--- config.mk ---
export PLATFORM = sky130hd
export DESIGN_NAME = m3ema_window
export DESIGN_NICKNAME = d
export VERILOG_FILES = /design/src/hw/rtl/m3ema_pkg.sv /design/src/hw/rtl/m3ema_window.sv
export SDC_FILE = /design/constraint.sdc
export NUM_CORES = 1
export LEC_CHECK = 0
export BUFFER_PORTS_ARGS = -buffer_cell sky130_fd_sc_hd__buf_4
export CORE_MARGIN = 2
export CORE_UTILIZATION = 62
export DETAILED_ROUTE_END_ITERATION = 10
export GPL_ROUTABILITY_DRIVEN = 0
export PLACE_DENSITY = 0.82
export SYNTH_ARGS = -nofsm -noshare
export SYNTH_HDL_FRONTEND = slang
export SYNTH_SLANG_ARGS = --single-unit
--- constraint.sdc ---
create_clock -name i_clk -period 10.5 [get_ports i_clk]
set_input_delay 0 -clock i_clk [delete_from_list [all_inputs] [get_ports i_clk]]
set_output_delay 0 -clock i_clk [all_outputs]
set_load 0.01 [all_outputs]
--- src/hw/rtl/m3ema_pkg.sv ---
// ----------------------------------------------------------------------------
// m3ema_pkg
// shared types and constants of the median-of-three / moving-average
// altitude filter
// ----------------------------------------------------------------------------
package m3ema_pkg;

    localparam int unsigned ALPHA_WIDTH = 16;
    localparam logic [ALPHA_WIDTH-1:0] ALPHA_RESET = 16'd13107;
    localparam int unsigned RING_DEPTH = 3;
    localparam int unsigned SLOT_WIDTH = 2;

    localparam logic [SLOT_WIDTH-1:0] SLOT_FIRST = 2'd0;
    localparam logic [SLOT_WIDTH-1:0] SLOT_SECOND = 2'd1;
    localparam logic [SLOT_WIDTH-1:0] SLOT_LAST = 2'd2;

    localparam logic [SLOT_WIDTH-1:0] FILL_EMPTY = 2'd0;
    localparam logic [SLOT_WIDTH-1:0] FILL_ONE = 2'd1;
    localparam logic [SLOT_WIDTH-1:0] FILL_TWO = 2'd2;
    localparam logic [SLOT_WIDTH-1:0] FILL_FULL = 2'd3;

    typedef enum logic {
        OP_SAMPLE = 1'b0,
        OP_CLEAR  = 1'b1
    } t_op;

    typedef struct packed {
        logic fire;
        logic clear;
    } t_step_ctrl;

endpackage

--- src/hw/rtl/m3ema_window.sv ---
// ----------------------------------------------------------------------------
// m3ema_window
// three-entry sample ring, fill tracking; median of three, max while filling
// ----------------------------------------------------------------------------
module m3ema_window #(
    parameter int unsigned ALT_WIDTH = 24
) (
    input  logic                          i_clk,
    input  logic                          i_rst_n,
    input  m3ema_pkg::t_step_ctrl         i_ctrl,
    input  logic signed [ALT_WIDTH-1:0]   i_sample,
    output logic signed [ALT_WIDTH-1:0]   o_median
);

    logic signed [ALT_WIDTH-1:0] r_ring [m3ema_pkg::RING_DEPTH];
    logic [m3ema_pkg::SLOT_WIDTH-1:0] r_write_slot;
    logic [m3ema_pkg::SLOT_WIDTH-1:0] r_fill_count;
    logic [m3ema_pkg::SLOT_WIDTH-1:0] n_write_slot;
    logic [m3ema_pkg::SLOT_WIDTH-1:0] n_fill_count;

    logic signed [ALT_WIDTH-1:0] v0, v1, v2;
    logic signed [ALT_WIDTH-1:0] lo01, hi01, lo_hi2;

    // ring contents including the sample written this item
    always_comb begin
        v0 = (r_write_slot == m3ema_pkg::SLOT_FIRST) ? i_sample : r_ring[0];
        v1 = (r_write_slot == m3ema_pkg::SLOT_SECOND) ? i_sample : r_ring[1];
        v2 = (r_write_slot == m3ema_pkg::SLOT_LAST) ? i_sample : r_ring[2];
    end

    always_comb begin
        n_write_slot = (r_write_slot == m3ema_pkg::SLOT_LAST) ? m3ema_pkg::SLOT_FIRST
                                                               : r_write_slot + 2'd1;
        n_fill_count = (r_fill_count == m3ema_pkg::FILL_FULL) ? m3ema_pkg::FILL_FULL
                                                               : r_fill_count + 2'd1;
    end

    always_comb begin
        lo01   = (v0 < v1) ? v0 : v1;
        hi01   = (v0 > v1) ? v0 : v1;
        lo_hi2 = (hi01 < v2) ? hi01 : v2;
        case (n_fill_count)
            m3ema_pkg::FILL_EMPTY,
            m3ema_pkg::FILL_ONE: o_median = v0;
            m3ema_pkg::FILL_TWO: o_median = hi01;
            default:             o_median = (lo01 > lo_hi2) ? lo01 : lo_hi2;
        endcase
    end

    always_ff @(posedge i_clk) begin
        if (!i_rst_n) begin
            r_write_slot <= m3ema_pkg::SLOT_FIRST;
            r_fill_count <= m3ema_pkg::FILL_EMPTY;
        end else if (i_ctrl.fire) begin
            if (i_ctrl.clear) begin
                r_write_slot <= m3ema_pkg::SLOT_FIRST;
                r_fill_count <= m3ema_pkg::FILL_EMPTY;
            end else begin
                r_write_slot <= n_write_slot;
                r_fill_count <= n_fill_count;
            end
        end
    end

    always_ff @(posedge i_clk) begin
        if (i_ctrl.fire && !i_ctrl.clear) begin
            r_ring[r_write_slot] <= i_sample;
        end
    end

endmodule

* After elaboration in Yosys (flattened, before gate mapping)
Memories as Yosys holds them, arrays and structs flattened.
Index checks and enable logic that the tools add are counted.
** Cells by class
- Add/subtract/negate cells :: 2
- Order comparisons :: 4
- Equal/unequal tests :: 5
- Multiplexer cells :: 14
- Reduce and logical (&&, ||, !) cells :: 5
** Operator list (number)
- 24-bit 2-to-1 mux :: 7
- 24-bit > comparator :: 2
- 24-bit less-than comparator :: 2
- 24-bit case mux with 2 select lines :: 1
- 2-bit 2-to-1 mux :: 4
- 2-bit equality test (second input constant) :: 3
- 2-bit by 1-bit adder with 2-bit output (second input constant) :: 2
- 2-bit by 1-bit equality test with 1-bit output (second input constant) :: 2
- 2-bit zero test :: 2
- 1-bit 2-to-1 mux :: 2
- 2-bit OR reduction :: 1
- 1-bit logical AND :: 1
- 1-bit zero test :: 1
** Storage, ports and cells
- Flip-flop bits (word level) :: 4
- RAM bits :: 72
- Input port bits :: 28
- Output and inout bits :: 24
- Logic and storage cells :: 33
- Memories kept :: 1
** Memories
- r_ring :: depth 3, width 24, read ports 3, clocked after memory_dff 0, write ports 1, RTL line m3ema_window.sv:15 : logic signed [ALT_WIDTH-1:0] r_ring [m3ema_pkg::RING_DEPTH];

* Longest topological paths before layout
- Word-level depth :: 9
- Depth in mapped cells :: 41
- Depth with buffers taken out :: 36

* Worst setup path after synthesis
No wires, ideal clock.
- Path type :: register -> output
- Start :: register r_write_slot[0] (netlist bit)
- End :: output port o_median[14]
- Arrival :: 8.295 ns
- Data required time :: 10.500 ns
- Setup slack :: 2.205 ns
- Cell stages (with the launch flop) :: 41
- Buffers on the path :: 6
- Cells stage by stage :: dfxtp_1 > buf_4 > nor2_1 > clkbuf_1 > mux2_2 > ha_1 > a21o_1 > a21oi_1 > nor2b_1 > o311ai_1 > nand3b_1 > and3_4 > nor2_4 > buf_4 > buf_4 > a21oi_1 > nor3_1 > inv_1 > [5 not listed] > a211oi_1 > o31ai_2 > and2_1 > nand3b_4 > buf_6 > mux2_4 > ha_1 > a21o_1 > a21o_1 > a21o_1 > a21oi_1 > nor2_1 > a2111oi_0 > a31oi_1 > nand2_1 > nand2_1 > clkbuf_1 > o221ai_1
** On the way
- Longest elaborated chain between the ends :: 9
** Ends and longest elaborated chain
- from (decl) :: RTL line m3ema_window.sv:16 : logic [m3ema_pkg::SLOT_WIDTH-1:0] r_write_slot;
- from (signal assigned) :: RTL line m3ema_window.sv:52 : r_write_slot <= m3ema_pkg::SLOT_FIRST;
- from (signal assigned) :: RTL line m3ema_window.sv:56 : r_write_slot <= m3ema_pkg::SLOT_FIRST;
- from (signal assigned) :: RTL line m3ema_window.sv:59 : r_write_slot <= n_write_slot;
- 2-bit by 1-bit equality test with 1-bit output or 2-bit zero test (tied branches) :: RTL line m3ema_window.sv:27, m3ema_window.sv:26
- 24-bit 2-to-1 mux (on tied branches) :: RTL line m3ema_window.sv:27, m3ema_window.sv:26
- 24-bit > comparator :: RTL line m3ema_window.sv:40 : hi01 = (v0 > v1) ? v0 : v1;
- 24-bit 2-to-1 mux :: RTL line m3ema_window.sv:40
- 24-bit less-than comparator :: RTL line m3ema_window.sv:41 : lo_hi2 = (hi01 < v2) ? hi01 : v2;
- 24-bit 2-to-1 mux :: RTL line m3ema_window.sv:41
- 24-bit > comparator :: RTL line m3ema_window.sv:46 : default: o_median = (lo01 > lo_hi2) ? lo01 : lo_hi2;
- 24-bit 2-to-1 mux :: RTL line m3ema_window.sv:46
- 24-bit case mux with 2 select lines (*) :: RTL line m3ema_window.sv:42 : case (n_fill_count)
- to (decl) :: RTL line m3ema_window.sv:12 : output logic signed [ALT_WIDTH-1:0] o_median
Mark *: on every way between the ends. The rest lies on a longest branch, timed or not.

* Final worst setup path
- Start :: register r_write_slot[1] (netlist bit)
- End :: output port o_median[23]
The elaborated chain is that of the path after synthesis.

==> run_results.csv <==
group,metric,value,unit
sta,holdWs,0.364,ns
clock_tree,cts_sinks,76,
clock_tree,cts_buffers,9,
yosys,syn_area,6760,um^2
detailed_routing,routedWlPerCell,20.7,um
detailed_routing,drc,0,
detailed_routing,drt-initial-drc-count,625,
clock_tree,cts.reportedPaths.clkPinSlew,0.09,ns
floorplan,start_util,62.9,%
detailed_routing,drt_wl_total,18800,um
floorplan,die-area,11700,um^2
grt,grt_usage,33.3,%
yosys,yosysTopAreaCell,"edfxtp_1",
setup_path,cp_max_fo,15,
yosys,synth.area.top_cells,"edfxtp_1, ha_1, mux2i_1",
final_layout,fin_area,7800,um^2
detailed_routing,postRouteAntennaNets,0,
placed_design,place_area,7300,um^2
sta,relSlewSlack,16.8,%
yosys,yosysSeqAreaShare,33.2,%
yosys,syn_nets,784,
floorplan,die_y,108,um
grt,grt_pass1_wl,29500,um
sta,tightest_slew,1.24,ns
final_layout,diodes,0,
floorplan,core_area,10700,um^2
detailed_routing,first_pass_iters,5,
sta,tns,0,ns
sta,rsz0062_at_grt,"no",
sta,hold_violations,0,
grt,grt_pass1_vias,5784,
yosys,synth-async-reset-ratio,0,%
yosys,netlist_instances,687,
setup_path,endpoint_kind,"output pin",
setup_path,cp_common_cell,"buf_4",
setup_path,arrival,10.16,ns
clock_tree,insertion_delay,0.39,ns
sta,period_share,96.8,%
floorplan,row_count,38,
setup_path,required,10.50,ns
grt,globalRouteOverflowTotal,0,
setup_path,slowest_delay,0.62,ns
power_and_ir_drop,p_leak,3.65,nW
yosys,synth_cell_type_count,64,
sta,setup_viol,0,
placed_design,dp_hpwl,13400,um
placed_design,port_buffers,51,
run_status,outcome,"complete, no violations",
run,cap_violations,0,
grt,antenna_found_initial,0,
setup_path,crit_type,"reg -> out",
yosys,synth_edf_count,72,
clock_tree,h-tree-depth,3,
detailed_routing,vias_per_cell,6.50,
grt,grt_max_degree,46,
hold_path,worstHoldPathType,"in -> reg",
sta,min_period,10.16,ns
setup_path,start_kind,"register",
yosys,synth-seq-cells,76,
sta,fmax,0.0984,GHz
setup_path,crit_slowest_cell,"or4_1",
final_layout,nNetsFinal,862,
sta,skew,0.0175,ns
sta,slew_viol_final,0,
yosys,yosysWarnings,0,
yosys,synth_top_cell_area_share,32.0,%
yosys,syn_area_per_cell,9.83,um^2
clock_tree,cts_tree,"built",
clock_tree,cts.root.buffer_cell,"clkbuf_8",
power_and_ir_drop,powerDensity,131,nW/um^2
clock_tree,clockBufferDepth,2,
yosys,ys.flop_type,"edfxtp_1",
floorplan,dieWidth,108,um
final_layout,drive_gt1_share,18.2,%
final_layout,areaGrowthSynthToFinish,15.5,%
power_and_ir_drop,irDropWorstVdd,0.000103,V
detailed_routing,via_count,5915,
floorplan,io_pins,52,
[cells in the final DEF, fill, tap and decap left out, drive strengths merged, types with 7 or more instances in the layout]
cell type / count
mux2i: 81
buf: 70
mux2: 42
o221ai: 20
o211ai: 25
nor2b: 7
edfxtp: 72
ha: 69
nand3: 10
nand2: 60
dlygate4sd3: 28
o21ai: 26
clkbuf: 11
a211oi: 7
nand2b: 10
a21oi: 27
nor2: 28
nand4: 12
a21o: 28
inv: 73
[power breakdown]
part	total, W	switching, W	internal (W)
registers	0.000343	0.00000364	0.000339
logic	0.000458	0.000262	0.000196
clock network	0.000220	0.000111	0.000109
total	0.00102	0.000377	0.000644
[final cells by class]
type,count,area [um^2]
multi-input cells,507,4120
fillers,782,2940
flip-flops and latches,76,2240
repair buffers,98,806
inverters,73,274
well taps,140,175
clock buffers,11,131
clock inverters,5,52.6
[repair_timing]
item / in CTS / in global routing
endpoints found under the hold margin: 76 / 0
endpoints found under the setup margin: 0 / 24
setup buffers: 0 / 3
gates resized for setup: 0 / 2
hold buffers: 28 / 0
[final timing paths]
path,startpoint,endpoint,slack (ns),cells after the start
max reg2reg,r_write_slot[0]$_SDFFE_PN0P_,r_write_slot[0]$_SDFFE_PN0P_,7.82,5
min,i_sample[6],r_ring[1][6]$_DFFE_PP_,0.36,2
max,r_write_slot[1]$_SDFFE_PN0P_,o_median[23],0.34,34
min reg2reg,r_fill_count[0]$_SDFFE_PN0P_,r_fill_count[0]$_SDFFE_PN0P_,0.60,2
[through the flow]
stage               worst slack, ns  utilization, %  instances  power (W)
finish                        0.336            72.6        910    0.00102
global route                 0.0380            72.6        910    0.00107
CTS                           0.161            72.3        906    0.00101
detailed placement            0.608            68.0        862   0.000779
global placement              0.795            68.0        862   0.000765
floorplan                      2.20               -        687   0.000654
[metal layers]
layer / vias up / track usage [%] / routed length, um
li1: 2727 / - / -
met5: - / 0 / 0
met3: 84 / 6.99 / 1630
met4: 0 / 16.8 / 964
met1: 2759 / 42.8 / 7750
met2: 345 / 53.1 / 8450
[flip-flops by register name, indices dropped and copies added, names as in the netlist]
name          flops
r_fill_count      2
r_ring           72
r_write_slot      2
[synthesized netlist by cell type, types with 7 or more instances]
| cell type | n |
|---|---|
| mux2i_1 | 81 |
| edfxtp_1 | 72 |
| inv_1 | 71 |
| ha_1 | 69 |
| nand2_1 | 59 |
| mux2_2 | 32 |
| a21o_1 | 28 |
| nor2_1 | 27 |
| a21oi_1 | 26 |
| o211ai_1 | 25 |
| o21ai_0 | 23 |
| o221ai_1 | 20 |
| clkbuf_1 | 19 |
| nand4_1 | 12 |
| nand2b_1 | 10 |
| nand3_1 | 10 |
| nor2b_1 | 7 |
[kinds of logic after synthesis]
kind of cell               Yosys count  share of synthesized area, %
AOI/OAI and AO/OA                  158                          16.6
and+or+nand+nor                    151                          11.1
muxes                              123                          19.3
buffers and inverters              105                          6.37
DFF                                 76                          33.2
adders and majority gates           70                          12.9
xor gates and xnor gates             4                         0.519
[critical path: cells and delay by family (launching register included)]
kind	cells	cell delay, ns
compound gates	12	2.98
fa+ha+maj	3	1.07
buf+inv	5	1.15
flops	1	0.51
mux	3	0.99
simple gates	11	3.05
Note: power is estimated with default switching activity, not from simulation.
